<file path="config.mk">
export PLATFORM = sky130hd
export DESIGN_NAME = mpeg2_sequence_header_parser_unit_flat
export DESIGN_NICKNAME = d
export VERILOG_FILES = /design/src/rtl/mshp_pkg.sv /design/src/rtl/mshp_if.sv /design/src/rtl/mpeg2_sequence_header_parser_unit.sv /design/src/flat_wrapper.sv
export SDC_FILE = /design/constraint.sdc
export NUM_CORES = 1
export LEC_CHECK = 0
export BUFFER_PORTS_ARGS = -buffer_cell sky130_fd_sc_hd__buf_2
export CAP_MARGIN = 20
export CORE_MARGIN = 2
export CORE_UTILIZATION = 55
export CTS_CLUSTER_DIAMETER = 30
export DETAILED_ROUTE_END_ITERATION = 10
export MAX_ROUTING_LAYER = met4
export PLACE_DENSITY_LB_ADDON = 0.3
export SLEW_MARGIN = 20
export SYNTH_ARGS = -nofsm -noshare
export SYNTH_HDL_FRONTEND = slang
export SYNTH_SLANG_ARGS = --single-unit
</file>
<file path="constraint.sdc">
create_clock -name clk -period 7.97 [get_ports clk]
set_input_delay 1.9925 -clock clk [delete_from_list [all_inputs] [get_ports clk]]
set_output_delay 1.9925 -clock clk [all_outputs]
set_load 0.01 [all_outputs]
</file>
<file path="src/rtl/mshp_pkg.sv">
// ----------------------------------------------------------------------------
// mshp_pkg
// Shared types and constants for the MPEG-1/2 sequence header parser.
// ----------------------------------------------------------------------------
package mshp_pkg;

  // Start codes compared against the 4-byte window
  localparam logic [31:0] CODE_SEQUENCE  = 32'h0000_01b3;
  localparam logic [31:0] CODE_EXTENSION = 32'h0000_01b5;
  localparam logic [31:0] CODE_PICTURE   = 32'h0000_0100;

  // Extension identifier for a sequence extension
  localparam logic [3:0] EXT_ID_SEQUENCE = 4'h1;

  // Field widths
  localparam int BYTE_W    = 8;
  localparam int SIZE_W    = 14;
  localparam int CODE_W    = 4;
  localparam int BRATE_W   = 30;
  localparam int BPS_W     = 39;
  localparam int PROFILE_W = 8;
  localparam int IDX_W     = 4;

  // Byte counts within capture phases
  localparam logic [IDX_W-1:0] SCAN_LAST_IDX = 4'd3;
  localparam logic [IDX_W-1:0] HDR_LAST_IDX  = 4'd7;
  localparam logic [IDX_W-1:0] EXT_LAST_IDX  = 4'd3;
  localparam logic [IDX_W-1:0] EXT_RESUME_IDX = 4'd2;

  typedef enum logic [1:0] {
    PH_SCAN   = 2'd0,
    PH_HEADER = 2'd1,
    PH_EXT    = 2'd2
  } phase_t;

  // Complete parse state
  typedef struct packed {
    logic [23:0]           win;
    phase_t                phase;
    logic [IDX_W-1:0]      idx;
    logic                  seen;
    logic                  fin;
    logic                  mp2;
    logic [SIZE_W-1:0]     wid;
    logic [SIZE_W-1:0]     hgt;
    logic [CODE_W-1:0]     asp;
    logic [CODE_W-1:0]     rate;
    logic [BRATE_W-1:0]    brate;
    logic [PROFILE_W-1:0]  prof;
  } parse_state_t;

  localparam parse_state_t STATE_CLEAR = '{
    win: '0, phase: PH_SCAN, idx: '0, seen: 1'b0, fin: 1'b0, mp2: 1'b0,
    wid: '0, hgt: '0, asp: '0, rate: '0, brate: '0, prof: '0
  };

endpackage

</file>
<file path="src/rtl/mshp_if.sv">
// ----------------------------------------------------------------------------
// mshp_in_if / mshp_out_if
// Valid/ready channels for stream bytes in and parse results out.
// ----------------------------------------------------------------------------
interface mshp_in_if;
  logic                         valid;
  logic                         ready;
  logic [mshp_pkg::BYTE_W-1:0]  data_byte;
  logic                         first_of_buffer;
  logic                         last_of_buffer;

  modport source (output valid, data_byte, first_of_buffer, last_of_buffer,
                  input ready);
  modport sink   (input valid, data_byte, first_of_buffer, last_of_buffer,
                  output ready);
endinterface

interface mshp_out_if;
  logic                            valid;
  logic                            ready;
  logic                            header_found;
  logic                            ended_at_picture;
  logic                            is_mpeg2;
  logic [mshp_pkg::SIZE_W-1:0]     frame_width;
  logic [mshp_pkg::SIZE_W-1:0]     frame_height;
  logic [mshp_pkg::CODE_W-1:0]     aspect_ratio_info;
  logic [mshp_pkg::CODE_W-1:0]     frame_rate_code;
  logic [mshp_pkg::BPS_W-1:0]      bitrate_bps;
  logic [mshp_pkg::PROFILE_W-1:0]  profile_level;

  modport source (output valid, header_found, ended_at_picture, is_mpeg2,
                  frame_width, frame_height, aspect_ratio_info, frame_rate_code,
                  bitrate_bps, profile_level, input ready);
  modport sink   (input valid, header_found, ended_at_picture, is_mpeg2,
                  frame_width, frame_height, aspect_ratio_info, frame_rate_code,
                  bitrate_bps, profile_level, output ready);
endinterface

</file>
<file path="src/rtl/mpeg2_sequence_header_parser_unit.sv">
// ----------------------------------------------------------------------------
// mpeg2_sequence_header_parser_unit: MPEG-1/2 sequence header parser
// A result is valid in the cycle after the byte that causes it is accepted.
// One byte per cycle unless an unread result stalls input; one state register.
// Reset (rst_n low, synchronous) clears parse state and the result valid flag.
// ----------------------------------------------------------------------------
module mpeg2_sequence_header_parser_unit (
  input  logic         clk,
  input  logic         rst_n,
  mshp_in_if.sink      in_ch,
  mshp_out_if.source   out_ch
);
  import mshp_pkg::*;

  parse_state_t st_r, st_nxt;
  parse_state_t eff;
  logic         in_fire;
  logic         emit;
  logic         pic;
  logic [31:0]  code;
  logic [BPS_W-1:0] bps;

  // Result register
  logic                  out_valid_r;
  logic                  out_seen_r, out_pic_r, out_mp2_r;
  logic [SIZE_W-1:0]     out_wid_r, out_hgt_r;
  logic [CODE_W-1:0]     out_asp_r, out_rate_r;
  logic [BPS_W-1:0]      out_bps_r;
  logic [PROFILE_W-1:0]  out_prof_r;

  // Accept while the result slot is empty or draining
  assign in_ch.ready = !out_valid_r || out_ch.ready;
  assign in_fire     = in_ch.valid && in_ch.ready;

  // Per-byte parse update
  always_comb begin
    st_nxt = st_r;
    eff    = in_ch.first_of_buffer ? STATE_CLEAR : st_r;
    pic    = 1'b0;
    emit   = 1'b0;
    code   = {eff.win, in_ch.data_byte};
    if (in_fire) begin
      st_nxt = eff;
      if (!eff.fin) begin
        case (eff.phase)
          PH_SCAN: begin
            if (eff.idx == SCAN_LAST_IDX) begin
              if (code == CODE_SEQUENCE) begin
                st_nxt.seen  = 1'b1;
                st_nxt.wid   = '0;
                st_nxt.hgt   = '0;
                st_nxt.asp   = '0;
                st_nxt.rate  = '0;
                st_nxt.brate = '0;
                st_nxt.phase = PH_HEADER;
                st_nxt.idx   = '0;
              end else if (eff.seen && code == CODE_EXTENSION) begin
                st_nxt.phase = PH_EXT;
                st_nxt.idx   = '0;
              end else if (eff.seen && code == CODE_PICTURE) begin
                pic = 1'b1;
              end
            end else if (eff.idx < SCAN_LAST_IDX) begin
              st_nxt.idx = eff.idx + 1'b1;
            end else begin
              st_nxt.idx = '0;
            end
          end
          PH_HEADER: begin
            if (eff.idx <= HDR_LAST_IDX) begin
              case (eff.idx[2:0])
                3'd0: st_nxt.wid = {2'b00, in_ch.data_byte, 4'h0};
                3'd1: begin
                  st_nxt.wid = eff.wid | {10'b0, in_ch.data_byte[7:4]};
                  st_nxt.hgt = {2'b00, in_ch.data_byte[3:0], 8'h00};
                end
                3'd2: st_nxt.hgt = eff.hgt | {6'b0, in_ch.data_byte};
                3'd3: begin
                  st_nxt.asp  = in_ch.data_byte[7:4];
                  st_nxt.rate = in_ch.data_byte[3:0];
                end
                3'd4: st_nxt.brate = {12'b0, in_ch.data_byte, 10'b0};
                3'd5: st_nxt.brate = eff.brate | {20'b0, in_ch.data_byte, 2'b0};
                3'd6: st_nxt.brate = eff.brate | {28'b0, in_ch.data_byte[7:6]};
                default: ;
              endcase
              if (eff.idx == HDR_LAST_IDX) begin
                st_nxt.phase = PH_SCAN;
                st_nxt.idx   = '0;
              end else begin
                st_nxt.idx = eff.idx + 1'b1;
              end
            end else begin
              st_nxt.phase = PH_SCAN;
              st_nxt.idx   = '0;
            end
          end
          PH_EXT: begin
            if (eff.idx == EXT_LAST_IDX) begin
              // window holds ext bytes 0..2, current byte is ext byte 3
              if (eff.win[23:20] == EXT_ID_SEQUENCE) begin
                st_nxt.mp2   = 1'b1;
                st_nxt.prof  = {eff.win[19:16], eff.win[15:12]};
                st_nxt.wid   = {eff.win[8], eff.win[7], eff.wid[11:0]};
                st_nxt.hgt   = {eff.win[6:5], eff.hgt[11:0]};
                st_nxt.brate = {eff.win[4:0], in_ch.data_byte[7:1], eff.brate[17:0]};
              end
              st_nxt.phase = PH_SCAN;
              st_nxt.idx   = EXT_RESUME_IDX;
            end else if (eff.idx < EXT_LAST_IDX) begin
              st_nxt.idx = eff.idx + 1'b1;
            end else begin
              st_nxt.phase = PH_SCAN;
              st_nxt.idx   = '0;
            end
          end
          default: begin
            st_nxt.phase = PH_SCAN;
            st_nxt.idx   = '0;
          end
        endcase
        st_nxt.win = {eff.win[15:0], in_ch.data_byte};
        emit       = pic || in_ch.last_of_buffer;
        st_nxt.fin = emit;
      end
    end
  end

  // Bit rate times 400 = x*256 + x*128 + x*16
  assign bps = {1'b0, st_nxt.brate, 8'h00}
             + {2'b00, st_nxt.brate, 7'h00}
             + {5'b0, st_nxt.brate, 4'h0};

  // Parse state register
  always_ff @(posedge clk) begin
    if (!rst_n) begin
      st_r <= STATE_CLEAR;
    end else begin
      st_r <= st_nxt;
    end
  end

  // Result valid
  always_ff @(posedge clk) begin
    if (!rst_n) begin
      out_valid_r <= 1'b0;
    end else if (in_ch.ready) begin
      out_valid_r <= emit;
    end
  end

  // Result payload
  always_ff @(posedge clk) begin
    if (emit) begin
      out_seen_r <= st_nxt.seen;
      out_pic_r  <= pic;
      out_mp2_r  <= st_nxt.mp2;
      out_wid_r  <= st_nxt.wid;
      out_hgt_r  <= st_nxt.hgt;
      out_asp_r  <= st_nxt.asp;
      out_rate_r <= st_nxt.rate;
      out_bps_r  <= bps;
      out_prof_r <= st_nxt.prof;
    end
  end

  assign out_ch.valid             = out_valid_r;
  assign out_ch.header_found      = out_seen_r;
  assign out_ch.ended_at_picture  = out_pic_r;
  assign out_ch.is_mpeg2          = out_mp2_r;
  assign out_ch.frame_width       = out_wid_r;
  assign out_ch.frame_height      = out_hgt_r;
  assign out_ch.aspect_ratio_info = out_asp_r;
  assign out_ch.frame_rate_code   = out_rate_r;
  assign out_ch.bitrate_bps       = out_bps_r;
  assign out_ch.profile_level     = out_prof_r;

`ifndef SYNTH
  // once a result is issued the buffer is closed
  a_fin_after_emit: assert property (@(posedge clk) disable iff (!rst_n)
    emit |=> st_r.fin)
    else $error("finished flag not set after result");

  // a closed buffer gives nothing more until a new buffer starts
  a_no_emit_when_fin: assert property (@(posedge clk) disable iff (!rst_n)
    in_fire && st_r.fin && !in_ch.first_of_buffer |-> !emit)
    else $error("result issued after buffer finished");

  // picture end is only reachable after a sequence header
  a_pic_needs_header: assert property (@(posedge clk) disable iff (!rst_n)
    out_valid_r && out_pic_r |-> out_seen_r)
    else $error("picture end without sequence header");

  // extension capture only after a header
  a_ext_needs_header: assert property (@(posedge clk) disable iff (!rst_n)
    st_r.phase == PH_EXT |-> st_r.seen)
    else $error("extension phase without sequence header");
`endif

endmodule
</file>
<file path="src/flat_wrapper.sv">
// flat-port wrapper written by rule: the top's interface ports become plain ports
module mpeg2_sequence_header_parser_unit_flat import mshp_pkg::*;
  (clk, rst_n, in_ch_valid, in_ch_data_byte, in_ch_first_of_buffer, in_ch_last_of_buffer, in_ch_ready, out_ch_valid, out_ch_header_found, out_ch_ended_at_picture, out_ch_is_mpeg2, out_ch_frame_width, out_ch_frame_height, out_ch_aspect_ratio_info, out_ch_frame_rate_code, out_ch_bitrate_bps, out_ch_profile_level, out_ch_ready);
  mshp_in_if in_ch_i ();
  mshp_out_if out_ch_i ();
  input  logic clk;
  input  logic rst_n;
  input wire logic [$bits(in_ch_i.valid)-1:0] in_ch_valid;
  input wire logic [$bits(in_ch_i.data_byte)-1:0] in_ch_data_byte;
  input wire logic [$bits(in_ch_i.first_of_buffer)-1:0] in_ch_first_of_buffer;
  input wire logic [$bits(in_ch_i.last_of_buffer)-1:0] in_ch_last_of_buffer;
  output wire logic [$bits(in_ch_i.ready)-1:0] in_ch_ready;
  output wire logic [$bits(out_ch_i.valid)-1:0] out_ch_valid;
  output wire logic [$bits(out_ch_i.header_found)-1:0] out_ch_header_found;
  output wire logic [$bits(out_ch_i.ended_at_picture)-1:0] out_ch_ended_at_picture;
  output wire logic [$bits(out_ch_i.is_mpeg2)-1:0] out_ch_is_mpeg2;
  output wire logic [$bits(out_ch_i.frame_width)-1:0] out_ch_frame_width;
  output wire logic [$bits(out_ch_i.frame_height)-1:0] out_ch_frame_height;
  output wire logic [$bits(out_ch_i.aspect_ratio_info)-1:0] out_ch_aspect_ratio_info;
  output wire logic [$bits(out_ch_i.frame_rate_code)-1:0] out_ch_frame_rate_code;
  output wire logic [$bits(out_ch_i.bitrate_bps)-1:0] out_ch_bitrate_bps;
  output wire logic [$bits(out_ch_i.profile_level)-1:0] out_ch_profile_level;
  input wire logic [$bits(out_ch_i.ready)-1:0] out_ch_ready;
  assign in_ch_i.valid = in_ch_valid;
  assign in_ch_i.data_byte = in_ch_data_byte;
  assign in_ch_i.first_of_buffer = in_ch_first_of_buffer;
  assign in_ch_i.last_of_buffer = in_ch_last_of_buffer;
  assign in_ch_ready = in_ch_i.ready;
  assign out_ch_valid = out_ch_i.valid;
  assign out_ch_header_found = out_ch_i.header_found;
  assign out_ch_ended_at_picture = out_ch_i.ended_at_picture;
  assign out_ch_is_mpeg2 = out_ch_i.is_mpeg2;
  assign out_ch_frame_width = out_ch_i.frame_width;
  assign out_ch_frame_height = out_ch_i.frame_height;
  assign out_ch_aspect_ratio_info = out_ch_i.aspect_ratio_info;
  assign out_ch_frame_rate_code = out_ch_i.frame_rate_code;
  assign out_ch_bitrate_bps = out_ch_i.bitrate_bps;
  assign out_ch_profile_level = out_ch_i.profile_level;
  assign out_ch_i.ready = out_ch_ready;
  mpeg2_sequence_header_parser_unit u_core (.clk(clk), .rst_n(rst_n), .in_ch(in_ch_i), .out_ch(out_ch_i));
endmodule
</file>
==> impl_metrics.yaml, run 1 <==
grt:
  overflow: 0
  grtUsageTotal: 0.242
  grt_pass1_vias: 6538
  grt_max_degree: 109
  grt_antenna_before_repair: 0
  grt_pass1_wl_microns: 34100
yosys:
  syn_inst: 903
  synthArstFlopShare: 0
  synth_edf_count: 82
  synthXorXnorAreaFrac: 0.0383
  synth_area_sq_mm: 0.00961
  ys.flop_type: "dfxtp_1"
  synth_seq_area_share: 0.481
  synth_mux_area_frac: 0
  synth_cell_types: 68
  synth-compound-area-share: 0.195
  synth-warning-count: 0
  synth.top_cell.area_share: 0.256
  post-synth-top-area-cell: "edfxtp_1"
  synth.area.top_cells: "edfxtp_1 (26%), dfxtp_1 (22%), ha_1 (6.8%)"
  synthSimpleGateAreaFrac: 0.162
  synth_top_family_by_area: "compound AO/OA/AOI/OAI gates"
  ys_ff_latch: 190
  postSynthAreaPerCell_sq_um: 10.6
  synthAdderAreaFrac: 0.0864
layout:
  antenna-diode-count: 0
  drive_above_1_share: 0.181
  final_common_cell: "dfxtp_1"
  fin_nets: 1070
  final_cell_mix: "dfxtp_1 (108), buf_2 (97), edfxtp_1 (82), nand2_1 (69), and2_1 (64)"
  fill_cells: 1436
  syn_to_final_growth_pct: 13.1
  fin_area_sq_mm: 0.0109
clock_network:
  cts_buffers: 17
  post_cts_resized: 0
  root_buffer: "clkbuf_16"
  clock_path_buffers: 2
  postCtsSetupBuffers: 0
  cts_sinks: 190
  htree_levels: 4
  ctsHoldBuffers: 0
  insertion_delay_ns: 0.43
  cts_tree: "done"
  cts.reportedPaths.clkPinSlew_ns: 0.07
pwr:
  p_int_mw: 1.46
  seqPwrFrac: 0.539
  clockPowerShare: 0.407
  ir_drop_mv: 0.156
  p_leak_nw: 4.84
  p_switching_mw: 0.468
  p_per_area_mw_per_mm2: 178
  power_frac_comb: 0.054
  switching_share: 0.243
timing:
  min_period_ns: 6.92
  holdWs_ns: 0.520
  slew_headroom: 0.300
  hold_viol_final: 0
  fin_crit_sh: 0.869
  finalMaxSlewViolations: 0
  worst_pin_slew_ns: 1.05
  fmax_mhz: 144
  rsz0062_at_grt: "no"
  finClkSkew_ns: 0.00865
  setup_viol_count_final: 0
  tns_ns: 0
floorplan:
  die_w_microns: 136
  die-area_sq_mm: 0.0185
  rows: 48
  io_pins: 102
  start_util: 0.560
  coreArea_sq_mm: 0.0172
  die_y_microns: 136
critical_path:
  worstPathRequired_ns: 8.15
  startpoint: "in_ch_first_of_buffer"
  path_cells: "buf_2 > nor3_1 > nand4_1 > o41ai_4 > and3_1 > o21ai_4 > buf_4 > a32oi_4 > inv_1 > fa_1 > inv_1 > fa_1 > nor2b_1 > o21ai_0 > a21oi_1 > o21ai_0 > a311oi_1 > a211o_1 > a21o_1 > xor2_1"
  reg2reg_depth: 19
  arrival_ns: 7.10
  crit_path_top_delay_cell: "fa_1"
  critical-path-top-delay-family: "compound AO/OA/AOI/OAI gates"
  cp-start-kind: "primary input"
  cp_num_cells: 20
  crit_fanout: 20
  reg2reg_to: "u_core.out_ch.bitrate_bps[36]"
  critPathCapture: "u_core.out_ch.bitrate_bps[36]"
  end_kind: "flop"
  r2r_slack_ns: 2.18
  r2r-start: "u_core.st_r[96]"
  critPathBufInv: 4
  crit_type: "primary input to flop"
  max_stage_delay_ns: 0.57
outcome:
  status: "complete, no violations"
placed_design:
  dpl.hpwl_microns: 14500
  placed_area_sq_mm: 0.0103
  numPortBuffers: 97
  place_congestion: 0.939
route:
  drt_wl_total_microns: 21400
  ant_nets: 0
  via_per_inst: 5.70
  drc: 0
  wl_per_cell_microns: 17.3
  vias: 7022
  drtIter0Drc: 594
  drt_pass1_iterations: 5
run:
  maxCapViolations: 0
min_path:
  min_path_type: "flop to flop"
-- synth_stat cells, drive strengths merged, types with 28 or more instances --
cell type	count
a21oi	31
nand2	69
nor2b	39
nor2	44
and2	64
dfxtp	108
inv	35
edfxtp	82
a22o	28
o21ai	44
clkbuf	33
ha	52
-- metal layers --
metal	GRT usage	wire length, microns	vias to the layer above
li1	-	-	3448
met1	0.329	9990	3353
met2	0.367	9970	190
met3	0.0373	971	31
met4	0.0903	450	0
met5	-	0	-
-- power groups by stage --
stage | logic, mW | clock network (mW) | registers, mW
2_1_floorplan | 0.0607 | 0 | 1.07
3_3_place_gp | 0.104 | 0 | 1.06
3_5_place_dp | 0.104 | 0 | 1.06
4_1_cts | 0.105 | 0.801 | 1.04
5_1_grt | 0.113 | 0.838 | 1.04
6_report | 0.105 | 0.785 | 1.04
-- how the worst min path moves through the flow --
stage	from	slack (ns)	to	cells past startpoint
2_1_floorplan	u_core.st_r[83]	0.46	u_core.st_r[83]	2
3_3_place_gp	u_core.st_r[84]	0.50	u_core.st_r[84]	2
3_5_place_dp	u_core.st_r[83]	0.52	u_core.st_r[83]	2
4_1_cts	u_core.st_r[83]	0.53	u_core.st_r[83]	2
5_1_grt	u_core.st_r[74]	0.55	u_core.out_ch.is_mpeg2	1
6_report	u_core.st_r[83]	0.52	u_core.st_r[83]	2
-- flip-flops by register name, indices dropped and copies added, names as in the netlist, 4 cells and up --
| signal | count |
|---|---|
| u_core.out_ch.frame_rate_code | 4 |
| u_core.out_ch.frame_width | 14 |
| u_core.st_r | 107 |
| u_core.out_ch.bitrate_bps | 35 |
| u_core.out_ch.frame_height | 14 |
| u_core.out_ch.profile_level | 8 |
| u_core.out_ch.aspect_ratio_info | 4 |
-- logic make-up after synthesis --
logic type      after synthesis
buf+inv                      83
other cells                   1
flops                       190
fa+ha+maj                    61
simple gates                290
compound gates              236
xor+xnor                     42
-- metrics by stage --
stage	std cells	util	power, mW	setup slack (ns)
floorplan	906	-	1.13	0.703
global placement	1201	0.602	1.17	0.659
detailed placement	1201	0.602	1.17	0.617
CTS	1233	0.633	1.95	1.05
global route	1233	0.633	1.99	0.650
finish	1233	0.633	1.93	1.05
-- layout make-up --
class                           count  area [sq um]  share of cell area
Timing Repair Buffer              118           643              0.0592
Sequential cell                   190          4620               0.425
Clock inverter                     15           114              0.0105
Clock buffer                       17           425              0.0391
Multi-Input combinational cell    633          4650               0.428
Inverter                           35           131              0.0121
Tap cell                          225           282              0.0259
-- worst register-to-register path, delay by kind of cell, from the launching register on --
family / cells / cell delay (ns)
compound gates: 10 / 2.87
buf+inv: 3 / 0.43
xor+xnor: 1 / 0.07
fa+ha+maj: 2 / 0.97
flops: 1 / 0.37
simple gates: 3 / 0.83
No activity file was read; power rests on OpenSTA's default activity.
==> inputs of run 2 (changes only) <==
GPL_TIMING_DRIVEN = 0   (was default)
==> run 2 against run 1 <==
Against the previous run: first-iteration DRC count fell by 21%; wire length rose by 1.1%; final cell count rose by 1.9%; global-route usage rose by 0.65 points; register-to-register slack got worse by 0.11 ns; sequential cell count did not move; final area rose by 1.5%; combinational power rose by 11%; clock power rose by 7.1%; count of clock-buffer cells in the layout rose by 4; sequential power barely moved; fmax fell by 5.2%; critical endpoint unchanged; highest routed layer unchanged.
==> impl_metrics.yaml, run 2 (synthesis gave the netlist of run 1 again) <==
critical_path:
  arrival_ns: 7.49
  crit_fanout: 10
  cpMostUsedCell: "inv_1"
  cp-start-kind: "primary input"
  path_cells: "buf_2 > buf_2 > nor3_1 > nand4_1 > o41ai_4 > and3_1 > o21ai_4 > buf_6 > a22o_1 > inv_1 > fa_1 > inv_1 > ha_1 > inv_1 > fa_1 > nor2b_1 > o21ai_0 > a21oi_1 > o21ai_0 > a311oi_1 > a211o_1 > a21o_1 > xor2_1"
  crit_type: "primary input to flop"
  crit_path_top_delay_cell: "o41ai_4"
  max_stage_delay_ns: 0.58
  end_kind: "flop"
  worstPathRequired_ns: 8.16
layout:
  antenna-diode-count: 0
  syn_to_final_growth_pct: 14.8
  final_cells: 1256
  register_area_sq_mm: 0.00462
  final_cell_mix: "dfxtp_1 (108), buf_2 (98), edfxtp_1 (82), nand2_1 (69), and2_1 (64)"
  drive_above_1_share: 0.166
  fill_cells: 1412
  largest_register_ffs: 107
  final_common_cell: "dfxtp_1"
  multiInputGateArea_sq_mm: 0.00466
  fin_nets: 1093
  largest-register: "u_core.st_r"
floorplan:
  io_pins: 102
  die-area_sq_mm: 0.0185
  coreArea_sq_mm: 0.0172
  start_util: 0.560
  rows: 48
  die_w_microns: 136
  die_y_microns: 136
pwr:
  p_leak_nw: 4.88
  seqPwrFrac: 0.520
  p_switching_mw: 0.463
  clockPowerShare: 0.422
  ir_drop_mv: 0.169
  power_frac_comb: 0.059
  switching_share: 0.232
  p_per_area_mw_per_mm2: 181
  p_int_mw: 1.53
placed_design:
  place_congestion: 0.944
  numPortBuffers: 90
  dp.cells: 1224
  dpl.hpwl_microns: 15500
route:
  vias: 7217
  drtIter0Drc: 468
  ant_nets: 0
  drc: 0
  drt_wl_total_microns: 21600
  via_per_inst: 5.75
  wl_per_cell_microns: 17.2
  drt_pass1_iterations: 5
grt:
  grtUsageTotal: 0.249
  grt_pass1_vias: 6720
  overflow: 0
  grt_max_degree: 29
  grt_pass1_wl_microns: 34700
  grt_antenna_before_repair: 0
clock_network:
  insertion_delay_ns: 0.44
  post_cts_resized: 0
  cts_sinks: 190
  postCtsSetupBuffers: 0
  htree_levels: 4
  cts_tree: "done"
  ctsHoldBuffers: 0
  root_buffer: "clkbuf_16"
  cts.reportedPaths.clkPinSlew_ns: 0.06
  cts_buffers: 17
  clock_path_buffers: 2
timing:
  slew_headroom: 0.404
  fin_crit_sh: 0.916
  setup_viol_count_final: 0
  finalMaxSlewViolations: 0
  rsz0062_at_grt: "no"
  worst_pin_slew_ns: 0.894
  holdWs_ns: 0.518
  hold_viol_final: 0
  finClkSkew_ns: 0.0100
  fmax_mhz: 137
  min_period_ns: 7.30
run:
  maxCapViolations: 0
min_path:
  min_path_type: "flop to flop"
outcome:
  status: "complete, no violations"
==> run 2: cell count changes in the layout (fill, tap and decap cells not counted), sizes merged <==
cell / change
buf: -10
bufinv: +1
clkbuf: +37
clkinvlp: -3
inv: -2
==> run 2: critical path, delay by kind of cell <==
kind | cells | cell delay [ns]
AOI/OAI and AO/OA | 9 | 2.65
adders and majority gates | 3 | 1.04
and+or+nand+nor | 4 | 0.96
buffers and inverters | 6 | 0.76
xor gates and xnor gates | 1 | 0.07
==> run 2: metal layers <==
layer,track usage,share of wire,vias up
met5,-,0,-
met3,0.0377,0.059,36
li1,-,-,3498
met2,0.387,0.47,247
met4,0.0961,0.023,0
met1,0.329,0.45,3436
==> run 2: stage by stage <==
stage	util	setup WS [ns]	TNS [ns]	total power [mW]	cell area, sq um
6_report	0.642	0.670	0	2.00	11000
5_1_grt	0.642	0.252	0	2.05	11000
4_1_cts	0.642	0.695	0	2.01	11000
3_5_place_dp	0.608	0.267	0	1.17	10400
3_3_place_gp	0.603	-1.21	-98.10	1.17	10400
2_1_floorplan	-	0.703	0	1.13	9620
==> run 2: path summary, 6_finish.rpt <==
check             depth (start not counted)             startpoint  slack (ns)                       endpoint
setup / recovery                         23  in_ch_first_of_buffer        0.67  u_core.out_ch.bitrate_bps[36]
hold / removal                            2        u_core.st_r[83]        0.52                u_core.st_r[83]
hold reg to reg                           2        u_core.st_r[83]        0.52                u_core.st_r[83]
setup reg to reg                         21        u_core.st_r[80]        2.07  u_core.out_ch.bitrate_bps[36]
==> run 2: cell type report <==
| class | count | area share |
|---|---|---|
| Inverter | 35 | 0.0119 |
| Timing Repair Buffer | 93 | 0.0476 |
| Clock inverter | 11 | 0.00930 |
| Sequential cell | 190 | 0.419 |
| Multi-Input combinational cell | 633 | 0.422 |
| Buffer | 48 | 0.0203 |
| Tap cell | 225 | 0.0255 |
| Clock buffer | 21 | 0.0438 |
==> run 2: power groups by stage <==
stage | logic (mW) | registers [mW] | clock network, mW
floorplan | 0.0607 | 1.07 | 0
global placement | 0.109 | 1.06 | 0
detailed placement | 0.116 | 1.06 | 0
CTS | 0.116 | 1.04 | 0.855
global route | 0.126 | 1.04 | 0.884
finish | 0.117 | 1.04 | 0.841
